**src/hdl/pptt_pkg.sv**
```systemverilog
package pptt_pkg;

  // Input operation codes.
  localparam logic [1:0] OP_TICK   = 2'd0;
  localparam logic [1:0] OP_ADD    = 2'd1;
  localparam logic [1:0] OP_REMOVE = 2'd2;

  // Result status codes.
  localparam logic [1:0] ST_OK      = 2'd0;
  localparam logic [1:0] ST_FULL    = 2'd1;
  localparam logic [1:0] ST_NOMATCH = 2'd2;

  // Result kinds.
  localparam logic KIND_FIRE    = 1'b0;
  localparam logic KIND_SUMMARY = 1'b1;

  // One input item.
  typedef struct packed {
    logic [1:0]  op;
    logic [31:0] data_id;
    logic [63:0] period;
    logic [63:0] now_ns;
  } in_item_t;

  // One result item.
  typedef struct packed {
    logic        kind;
    logic [31:0] fired_id;
    logic [63:0] next_due_ns;
    logic        armed;
    logic [1:0]  status;
    logic        last;
  } out_item_t;

  // Commands from the controller to the datapath.
  typedef struct packed {
    logic capture;    // load a new input item
    logic adv;        // walk pipeline advances this cycle
    logic rd_en;      // table read is issued this cycle
    logic v_r;        // read stage holds an entry
    logic v_e1;       // first evaluate stage holds an entry
    logic v_e2;       // second evaluate stage holds an entry
    logic load_fire;  // load a fire result into the output register
    logic load_sum;   // load the summary result into the output register
  } ctl_cmd_t;

  // Status from the datapath to the controller.
  typedef struct packed {
    logic e1_fire;    // first evaluate stage holds an entry that fires
  } dp_status_t;

endpackage

```
**src/hdl/pptt_ctrl.sv**
```systemverilog
module pptt_ctrl #(
  parameter int MAX_TIMERS = 16,
  parameter int IdxW       = (MAX_TIMERS > 1) ? $clog2(MAX_TIMERS) : 1
) (
  input  logic                  clk_i,
  input  logic                  rst_ni,
  input  logic                  in_valid_i,
  output logic                  in_ready_o,
  output logic                  out_valid_o,
  input  logic                  out_ready_i,
  input  pptt_pkg::dp_status_t  sts_i,
  output pptt_pkg::ctl_cmd_t    cmd_o,
  output logic [IdxW-1:0]       rd_addr_o
);
  import pptt_pkg::*;

  localparam int CntW = $clog2(MAX_TIMERS + 1);

  localparam logic [1:0] S_IDLE = 2'd0;
  localparam logic [1:0] S_WALK = 2'd1;
  localparam logic [1:0] S_SUM  = 2'd2;

  logic [1:0]      state_q, state_d;
  logic [CntW-1:0] cnt_q, cnt_d;
  logic            v_r_q, v_r_d, v_e1_q, v_e1_d, v_e2_q, v_e2_d;
  logic            out_valid_q, out_valid_d;
  logic            walking, issue, stall, adv, capture, load_fire, load_sum, pipe_empty;

  // Handshake and pipeline control.
  always_comb begin
    walking    = (state_q == S_WALK);
    issue      = walking && (cnt_q < CntW'(MAX_TIMERS));
    stall      = v_e1_q && sts_i.e1_fire && out_valid_q && !out_ready_i;
    adv        = walking && !stall;
    capture    = (state_q == S_IDLE) && in_valid_i;
    load_fire  = adv && v_e1_q && sts_i.e1_fire;
    load_sum   = (state_q == S_SUM) && (!out_valid_q || out_ready_i);
    pipe_empty = !issue && !v_r_q && !v_e1_q && !v_e2_q;
  end

  // Next state, walk counter and stage valid flags.
  always_comb begin
    state_d = state_q;
    cnt_d   = cnt_q;
    v_r_d   = v_r_q;
    v_e1_d  = v_e1_q;
    v_e2_d  = v_e2_q;
    case (state_q)
      S_IDLE: begin
        if (capture) begin
          state_d = S_WALK;
          cnt_d   = '0;
        end
      end
      S_WALK: begin
        if (pipe_empty) begin
          state_d = S_SUM;
        end else if (adv) begin
          cnt_d  = issue ? cnt_q + CntW'(1) : cnt_q;
          v_r_d  = issue;
          v_e1_d = v_r_q;
          v_e2_d = v_e1_q;
        end
      end
      S_SUM: begin
        if (load_sum) begin
          state_d = S_IDLE;
        end
      end
      default: begin
        state_d = S_IDLE;
      end
    endcase
    out_valid_d = load_fire || load_sum || (out_valid_q && !out_ready_i);
  end

  always_ff @(posedge clk_i or negedge rst_ni) begin
    if (!rst_ni) begin
      state_q     <= S_IDLE;
      cnt_q       <= '0;
      v_r_q       <= 1'b0;
      v_e1_q      <= 1'b0;
      v_e2_q      <= 1'b0;
      out_valid_q <= 1'b0;
    end else begin
      state_q     <= state_d;
      cnt_q       <= cnt_d;
      v_r_q       <= v_r_d;
      v_e1_q      <= v_e1_d;
      v_e2_q      <= v_e2_d;
      out_valid_q <= out_valid_d;
    end
  end

  // Outputs to the ports and the datapath.
  always_comb begin
    in_ready_o        = (state_q == S_IDLE);
    out_valid_o       = out_valid_q;
    rd_addr_o         = cnt_q[IdxW-1:0];
    cmd_o.capture     = capture;
    cmd_o.adv         = adv;
    cmd_o.rd_en       = issue && adv;
    cmd_o.v_r         = v_r_q;
    cmd_o.v_e1        = v_e1_q;
    cmd_o.v_e2        = v_e2_q;
    cmd_o.load_fire   = load_fire;
    cmd_o.load_sum    = load_sum;
  end

endmodule

```
**src/hdl/pptt_datapath.sv**
```systemverilog
module pptt_datapath #(
  parameter int MAX_TIMERS = 16,
  parameter int IdxW       = (MAX_TIMERS > 1) ? $clog2(MAX_TIMERS) : 1
) (
  input  logic                  clk_i,
  input  logic                  rst_ni,
  input  pptt_pkg::ctl_cmd_t    cmd_i,
  input  logic [IdxW-1:0]       rd_addr_i,
  input  pptt_pkg::in_item_t    in_item_i,
  output pptt_pkg::dp_status_t  sts_o,
  output pptt_pkg::out_item_t   out_item_o
);
  import pptt_pkg::*;

  typedef struct packed {
    logic [31:0] id;
    logic [63:0] period;
    logic [63:0] countdown;
  } entry_t;

  // Timer table storage and valid bits.
  entry_t                mem_q [MAX_TIMERS];
  logic [MAX_TIMERS-1:0] valid_q;
  logic [63:0]           last_tick_q;

  // Current item.
  logic [1:0]  op_q;
  logic [31:0] id_q;
  logic [63:0] per_q;
  logic        per_nz_q;
  logic [63:0] elapsed_q;
  logic        placed_q, removed_q, any_q;
  logic [63:0] min_q;

  // Read stage.
  entry_t          r_ent_q;
  logic [IdxW-1:0] r_idx_q;

  // First evaluate stage.
  logic [IdxW-1:0] a_idx_q;
  logic [31:0]     a_id_q;
  logic [63:0]     a_per_q, a_cd_q, a_diff_q;
  logic            a_fire_q, a_vld_q, a_place_q, a_match_q;

  // Second evaluate stage.
  logic [63:0] b_val_q;
  logic        b_inc_q;

  out_item_t out_q;

  logic        is_tick, is_add, is_rem;
  logic        r_vld, place, match, fire;
  logic [64:0] diff65, reload65;
  logic [63:0] reload, dec, new_cd;
  logic        cd_upd, wr_en;
  logic [1:0]  status;

  assign is_tick = (op_q == OP_TICK);
  assign is_add  = (op_q == OP_ADD);
  assign is_rem  = (op_q == OP_REMOVE);

  // Read stage decisions: elapsed compare, free slot and remove match.
  always_comb begin
    r_vld  = valid_q[r_idx_q];
    diff65 = {1'b0, elapsed_q} - {1'b0, r_ent_q.countdown};
    place  = is_add && per_nz_q && !r_vld && !placed_q;
    match  = is_rem && per_nz_q && r_vld && !removed_q &&
             (r_ent_q.id == id_q) && (r_ent_q.period == per_q);
    fire   = is_tick && r_vld && !diff65[64];
  end

  // First evaluate stage: load the period on add, reload on fire, otherwise count down.
  always_comb begin
    reload65 = {1'b0, a_per_q} - {1'b0, a_diff_q};
    reload   = reload65[64] ? '0 : reload65[63:0];
    dec      = 64'd0 - a_diff_q;
    cd_upd   = (is_tick && a_vld_q) || a_place_q;
    if (a_place_q) begin
      new_cd = a_per_q;
    end else if (a_fire_q) begin
      new_cd = reload;
    end else begin
      new_cd = dec;
    end
    wr_en = cmd_i.adv && cmd_i.v_e1 && cd_upd;
  end

  // Status of the current item at summary time.
  always_comb begin
    if (is_add && per_nz_q && !placed_q) begin
      status = ST_FULL;
    end else if (is_rem && per_nz_q && !removed_q) begin
      status = ST_NOMATCH;
    end else begin
      status = ST_OK;
    end
  end

  // Table memory: one read and one write per cycle.
  always_ff @(posedge clk_i) begin
    if (cmd_i.rd_en) begin
      r_ent_q <= mem_q[rd_addr_i];
    end
    if (wr_en) begin
      mem_q[a_idx_q] <= '{id: a_id_q, period: a_per_q, countdown: new_cd};
    end
  end

  // Valid bits and the time of the last tick.
  always_ff @(posedge clk_i or negedge rst_ni) begin
    if (!rst_ni) begin
      valid_q     <= '0;
      last_tick_q <= '0;
    end else begin
      if (cmd_i.capture && (in_item_i.op == OP_TICK)) begin
        last_tick_q <= in_item_i.now_ns;
      end
      if (cmd_i.adv && cmd_i.v_r) begin
        if (place) begin
          valid_q[r_idx_q] <= 1'b1;
        end else if (match) begin
          valid_q[r_idx_q] <= 1'b0;
        end
      end
    end
  end

  // Item registers, walk stages, minimum tracking and result register.
  always_ff @(posedge clk_i) begin
    if (cmd_i.capture) begin
      op_q      <= in_item_i.op;
      id_q      <= in_item_i.data_id;
      per_q     <= in_item_i.period;
      per_nz_q  <= (in_item_i.period != 64'd0);
      elapsed_q <= in_item_i.now_ns - last_tick_q;
      placed_q  <= 1'b0;
      removed_q <= 1'b0;
      any_q     <= 1'b0;
      min_q     <= '1;
    end
    if (cmd_i.rd_en) begin
      r_idx_q <= rd_addr_i;
    end
    if (cmd_i.adv && cmd_i.v_r) begin
      if (place) begin
        placed_q <= 1'b1;
      end
      if (match) begin
        removed_q <= 1'b1;
      end
    end
    if (cmd_i.adv) begin
      a_idx_q   <= r_idx_q;
      a_id_q    <= place ? id_q : r_ent_q.id;
      a_per_q   <= place ? per_q : r_ent_q.period;
      a_cd_q    <= r_ent_q.countdown;
      a_diff_q  <= diff65[63:0];
      a_fire_q  <= cmd_i.v_r && fire;
      a_vld_q   <= r_vld;
      a_place_q <= place;
      a_match_q <= match;
      b_val_q   <= cd_upd ? new_cd : a_cd_q;
      b_inc_q   <= (a_vld_q && !a_match_q) || a_place_q;
    end
    if (cmd_i.adv && cmd_i.v_e2 && b_inc_q) begin
      any_q <= 1'b1;
      if (b_val_q < min_q) begin
        min_q <= b_val_q;
      end
    end
    if (cmd_i.load_fire) begin
      out_q <= '{kind: KIND_FIRE, fired_id: a_id_q, next_due_ns: 64'd0,
                 armed: 1'b0, status: ST_OK, last: 1'b0};
    end else if (cmd_i.load_sum) begin
      out_q <= '{kind: KIND_SUMMARY, fired_id: 32'd0, next_due_ns: min_q,
                 armed: any_q, status: status, last: 1'b1};
    end
  end

  assign sts_o.e1_fire = a_fire_q;
  assign out_item_o    = out_q;

endmodule

```
**src/hdl/periodic_pull_timer_table_unit.sv**
```systemverilog
// Periodic pull timer table. Holds up to MAX_TIMERS timers (id, period,
// countdown) in a table memory with one read and one write port plus a row
// of valid flops, so no clearing pass is needed after reset. Every item (tick,
// add or remove) walks the whole table one entry per cycle, pausing while a
// fire result cannot enter the full output register, through a three-stage
// pipeline (read, evaluate, minimum). Fire results come out in ascending slot
// order, and each item ends with one summary result marked last. The input is
// taken only while the block is idle; the output register lets the summary
// wait for the consumer while the next item is already accepted.
module periodic_pull_timer_table_unit #(
  parameter int MAX_TIMERS = 16
) (
  input  logic                 clk_i,
  input  logic                 rst_ni,
  input  logic                 in_valid_i,
  output logic                 in_ready_o,
  input  pptt_pkg::in_item_t   in_item_i,
  output logic                 out_valid_o,
  input  logic                 out_ready_i,
  output pptt_pkg::out_item_t  out_item_o
);
  import pptt_pkg::*;

  localparam int IdxW = (MAX_TIMERS > 1) ? $clog2(MAX_TIMERS) : 1;

  ctl_cmd_t        cmd;
  dp_status_t      sts;
  logic [IdxW-1:0] rd_addr;

  // Sequencer for the table walk and the result handshake.
  pptt_ctrl #(
    .MAX_TIMERS(MAX_TIMERS),
    .IdxW      (IdxW)
  ) u_ctrl (
    .clk_i      (clk_i),
    .rst_ni     (rst_ni),
    .in_valid_i (in_valid_i),
    .in_ready_o (in_ready_o),
    .out_valid_o(out_valid_o),
    .out_ready_i(out_ready_i),
    .sts_i      (sts),
    .cmd_o      (cmd),
    .rd_addr_o  (rd_addr)
  );

  // Table storage and per-entry arithmetic.
  pptt_datapath #(
    .MAX_TIMERS(MAX_TIMERS),
    .IdxW      (IdxW)
  ) u_dp (
    .clk_i     (clk_i),
    .rst_ni    (rst_ni),
    .cmd_i     (cmd),
    .rd_addr_i (rd_addr),
    .in_item_i (in_item_i),
    .sts_o     (sts),
    .out_item_o(out_item_o)
  );

endmodule

```
**config.mk**
```make
export PLATFORM = sky130hd
export DESIGN_NAME = periodic_pull_timer_table_unit
export DESIGN_NICKNAME = d
export VERILOG_FILES = /design/src/hdl/pptt_pkg.sv /design/src/hdl/pptt_ctrl.sv /design/src/hdl/pptt_datapath.sv /design/src/hdl/periodic_pull_timer_table_unit.sv
export SDC_FILE = /design/constraint.sdc
export NUM_CORES = 2
export LEC_CHECK = 0
export BUFFER_PORTS_ARGS = -buffer_cell sky130_fd_sc_hd__buf_2
export CAP_MARGIN = 20
export CORE_MARGIN = 2
export CORE_UTILIZATION = 35
export CTS_CLUSTER_SIZE = 14
export DETAILED_ROUTE_END_ITERATION = 8
export PLACE_DENSITY = 0.56
export SYNTH_ARGS = -nofsm -noshare
export SYNTH_HDL_FRONTEND = slang
export SYNTH_SLANG_ARGS = --single-unit
```
**constraint.sdc**
```tcl
create_clock -name clk_i -period 70.1 [get_ports clk_i]
set_input_delay 10.515 -clock clk_i [delete_from_list [all_inputs] [get_ports clk_i]]
set_output_delay 10.515 -clock clk_i [all_outputs]
set_load 0.02 [all_outputs]
```
==> metrics.md <==
| Metric | Value |
|---|---|
| # DRC | `0` |
| Clk buf depth | `4` |
| Clk network pwr share | `roughly a quarter` |
| Via count | `roughly 80000` |
| Global-route wire length before repair | `~600000 um` |
| Post-detailed-route wirelength per cell | `around 30 um` |
| Worst reg2reg path startpoint | `u_ctrl.cnt_q[0]` |
| DR vias/cell | `around 5.5` |
| Placed inst area | `approximately 150000 sq um` |
| Slew margin rel. | `approximately a fifth` |
| Pint | `a little over 0.005 W` |
| Final Hold Fails | `0` |
| Port bufs | `between 200 and 300` |
| R2r worst-path depth | `9` |
| Status | `completed` |
| CTS Sinks | `roughly 3400` |
| Die area | `a little over 400000 sq um` |
| Syn. warnings | `0` |
| Core ar. | `around 410000 sq um` |
| Hold Crit Class | `flip-flop to flip-flop` |
| Sequential power share | `~40%` |
| Fin nets | `between 8000 and 9000` |
| Nature of the critical path endpoint | `flip-flop` |
| Max Cap Viol | `0` |
| EDFF count, synth | `approximately 3200` |
| Vias in the first global route | `between 70000 and 80000` |
| Crit-path max FO | `41` |
| Syn Inst Count | `roughly 8000` |
| Average size of a mapped cell | `around 18 sq um` |
| CP Class | `input port to flip-flop` |
| I/O pin count | `269` |
| Syn nets | `8491` |
| Die width | `~640 um` |
| CTS buffer count | `between 300 and 400` |
| RSZ-0062 raised after global routing | `false` |
| Max Fclk | `~0.070 GHz` |
| Area grow syn2layout | `14.5%` |
| Die Y | `between 600 and 700 um` |
| Hold-fix buffers, CTS | `0` |
| Synthesized flop and latch total | `approximately 3400` |
| Crit Reg-Reg Endpoint | `u_dp.r_ent_q[143]` |
| Initial drt markers | `8900` |
| Non-Filler Instances | `between 10000 and 15000` |
| Power per cell area | `a little under 50 nW/um^2` |
| Final Instance Area | `between 150000 and 200000 sq um` |
| Gpl congestion | `between 0.9 and 1` |
| Final min period | `about 14000 ps` |
| Core Rows | `235` |
| Tcrit/Tclk final | `between 20% and 30%` |
| Hold path startpoint | `u_dp.out_item_o[65]` |
| Grt ovf | `0` |
| Static Leak | `between 50 and 60 nW` |
| DRT antenna net count | `0` |
| Hold path depth | `2` |
| CTS clock-pin slew for the worst setup and hold paths | `around 60 ps` |
| Fin Setup TNS | `0 ps` |
| Total GRT Usage | `approximately 20%` |
| Post CTS Setup Buffer Count | `0` |
| CTS tree | `yes` |
| H-tree depth | `5` |
| Sw Share | `35.9%` |
| Hold Path Sink | `u_dp.out_item_o[65]` |
| Setup slack, reg-to-reg | `slightly above 60000 ps` |
| Largest net degree at the start of global routing | `between 100 and 150` |
| # placed instances | `roughly 14000` |
| Ys flop type | `edfxtp_1` |
| Cell area after synthesis | `143000 sq um` |
| Startpoint type of the worst setup path | `input port` |
| Root Buffer | `clkbuf_16` |
| Starting Density | `between 30% and 40%` |
| CP arrival | `14750 ps` |
| Post-cts resize count | `0` |
| Finish-stage setup viols | `0` |
| Final HPWL DP | `between 200000 and 300000 um` |
| Clock Skew | `87.1 ps` |
| Register area share after synthesis | `a little over two thirds` |
| Clock Latency Late Sink | `between 900 and 1000 ps` |
| Layout cells sized above 1 | `between 20% and 30%` |
| Required @ worst endpoint | `slightly above 70000 ps` |
| Slew Limit Fails | `0` |
| Combinational share of power | `roughly 35%` |
| First drt pass iteration count | `6` |
| Netlist cell types | `84` |
| Psw | `approximately 0.0029 W` |
| Max IR drop VDD | `approximately 0.047 mV` |
| Initial antenna violation count | `26` |
| Ys async rst share | `under 10%` |
| Worst-Margin Slew | `between 1000 and 1500 ps` |
| Drt total wl | `approximately 420000 um` |
## synthesized netlist by cell type, drive strengths merged (115+ instances only)
master  number  area (sq um)
o21ai      177           886
edfxtp    3216         96600
nand2      355          1340
ha         257          3220
xnor2      190          1660
nor3       145           726
mux2       201          2260
clkbuf     313          1170
mux4       805         18100
xor2       134          1170
nor2       334          1250
inv        334          1250
a21o       115           863
a21oi      367          1840
dfxtp      135          2700
## sequential cells by signal, summed over array words and instances, names as in the netlist, 64 cells and up, named ones only
register,cells
u_dp.a_cd_q,64
u_dp.a_diff_q,64
u_dp.a_per_q,64
u_dp.b_val_q,64
u_dp.elapsed_q,64
u_dp.last_tick_q,64
u_dp.mem_q,2560
u_dp.min_q,64
u_dp.out_item_o,100
u_dp.per_q,64
u_dp.r_ent_q,160
## worst max path at each step
stage	from	end	slack, ps
4_1_cts	out_ready_i	u_dp.mem_q[4][42]	55860
3_5_place_dp	out_ready_i	u_dp.mem_q[4][147]	54840
5_1_grt	out_ready_i	u_dp.mem_q[4][42]	55690
2_1_floorplan	out_ready_i	u_dp.mem_q[3][0]	30190
3_3_place_gp	out_ready_i	u_dp.mem_q[4][147]	54900
6_report	out_ready_i	u_dp.mem_q[4][42]	55880
## cell families after synthesis
| logic type | Yosys count | share of synthesized area (%) |
|---|---|---|
| buf+inv | 703 | 1.85 |
| flops | 3442 | 70.8 |
| compound gates | 1070 | 4.71 |
| mux | 1010 | 14.2 |
| fa+ha+maj | 260 | 2.28 |
| xor+xnor | 324 | 1.98 |
| simple gates | 1256 | 4.17 |
## worst max-delay path: stages
cell      delay, ps
buf_2           110
nor2b_1         120
a31oi_4         430
nand2_1         250
nor3_1          280
nand2b_1        280
nor2_4          640
buf_4           490
buf_4           780
buf_4           780
## layout by cell type (no fill, tap or decap), types with 22 or more instances in the layout
cell type and n:
mux2_2 201, buf_4 210, nand4_1 87, nor2b_1 39, xor2_1 134, o21ai_0 174, clkinv_2 55, nand2_1 351
clkbuf_16 376, nand3_1 61, edfxtp_1 3216, nand2b_1 34, clkbuf_1 82, nor2_1 317, o22ai_1 78, and3_1 42
dfrtp_1 87, a21o_1 115, clkinv_1 83, and2_1 46, a31oi_1 42, inv_1 332, nor4_1 43, bufinv_16 29
nor3_1 141, xnor2_1 189, o21bai_1 40, o21a_1 27, dfxtp_1 135, buf_2 267, a21oi_1 364, ha_1 257
mux4_2 805, a221oi_1 22
## per-stage QoR
step | utilization (%) | hold WS [ps] | total power [W] | worst slack (ps)
finish | 40.2 | 453 | 0.00800 | 55880
global route | 40.2 | 458 | 0.00834 | 55690
CTS | 40.1 | 453 | 0.00804 | 55860
detailed placement | 37.3 | 442 | 0.00611 | 54840
global placement | 37.3 | 440 | 0.00606 | 54900
floorplan | - | 423 | 0.00505 | 30190
## routing by layer
layer  track usage (%)  part of all wire (%)  up-vias
met1              27.5                    42    42118
met5                 0                0.0031        -
met2              32.9                    48     3091
met4              6.70                   3.7        2
li1                  -                     -    33317
met3              2.65                   6.6      552
## layout make-up
cell class                 instances  area [sq um]
fill                           36622        245000
sequential                      3442        102000
clock inverter                   206          1930
clock buffer                     467          9840
multi-input combinational       3920         39500
inverter                         335          1270
tap                             5451          6820
timing repair buffer             503          3390
antenna                            8          20.0
## power groups by stage
stage / Sequential [W] / Combinational [W] / Clock [W]
floorplan: 0.00327 / 0.00178 / 0
global placement: 0.00328 / 0.00278 / 0
detailed placement: 0.00329 / 0.00282 / 0
CTS: 0.00325 / 0.00283 / 0.00195
global route: 0.00328 / 0.00304 / 0.00203
finish: 0.00325 / 0.00283 / 0.00191
Power figures use the tool's default switching activity.
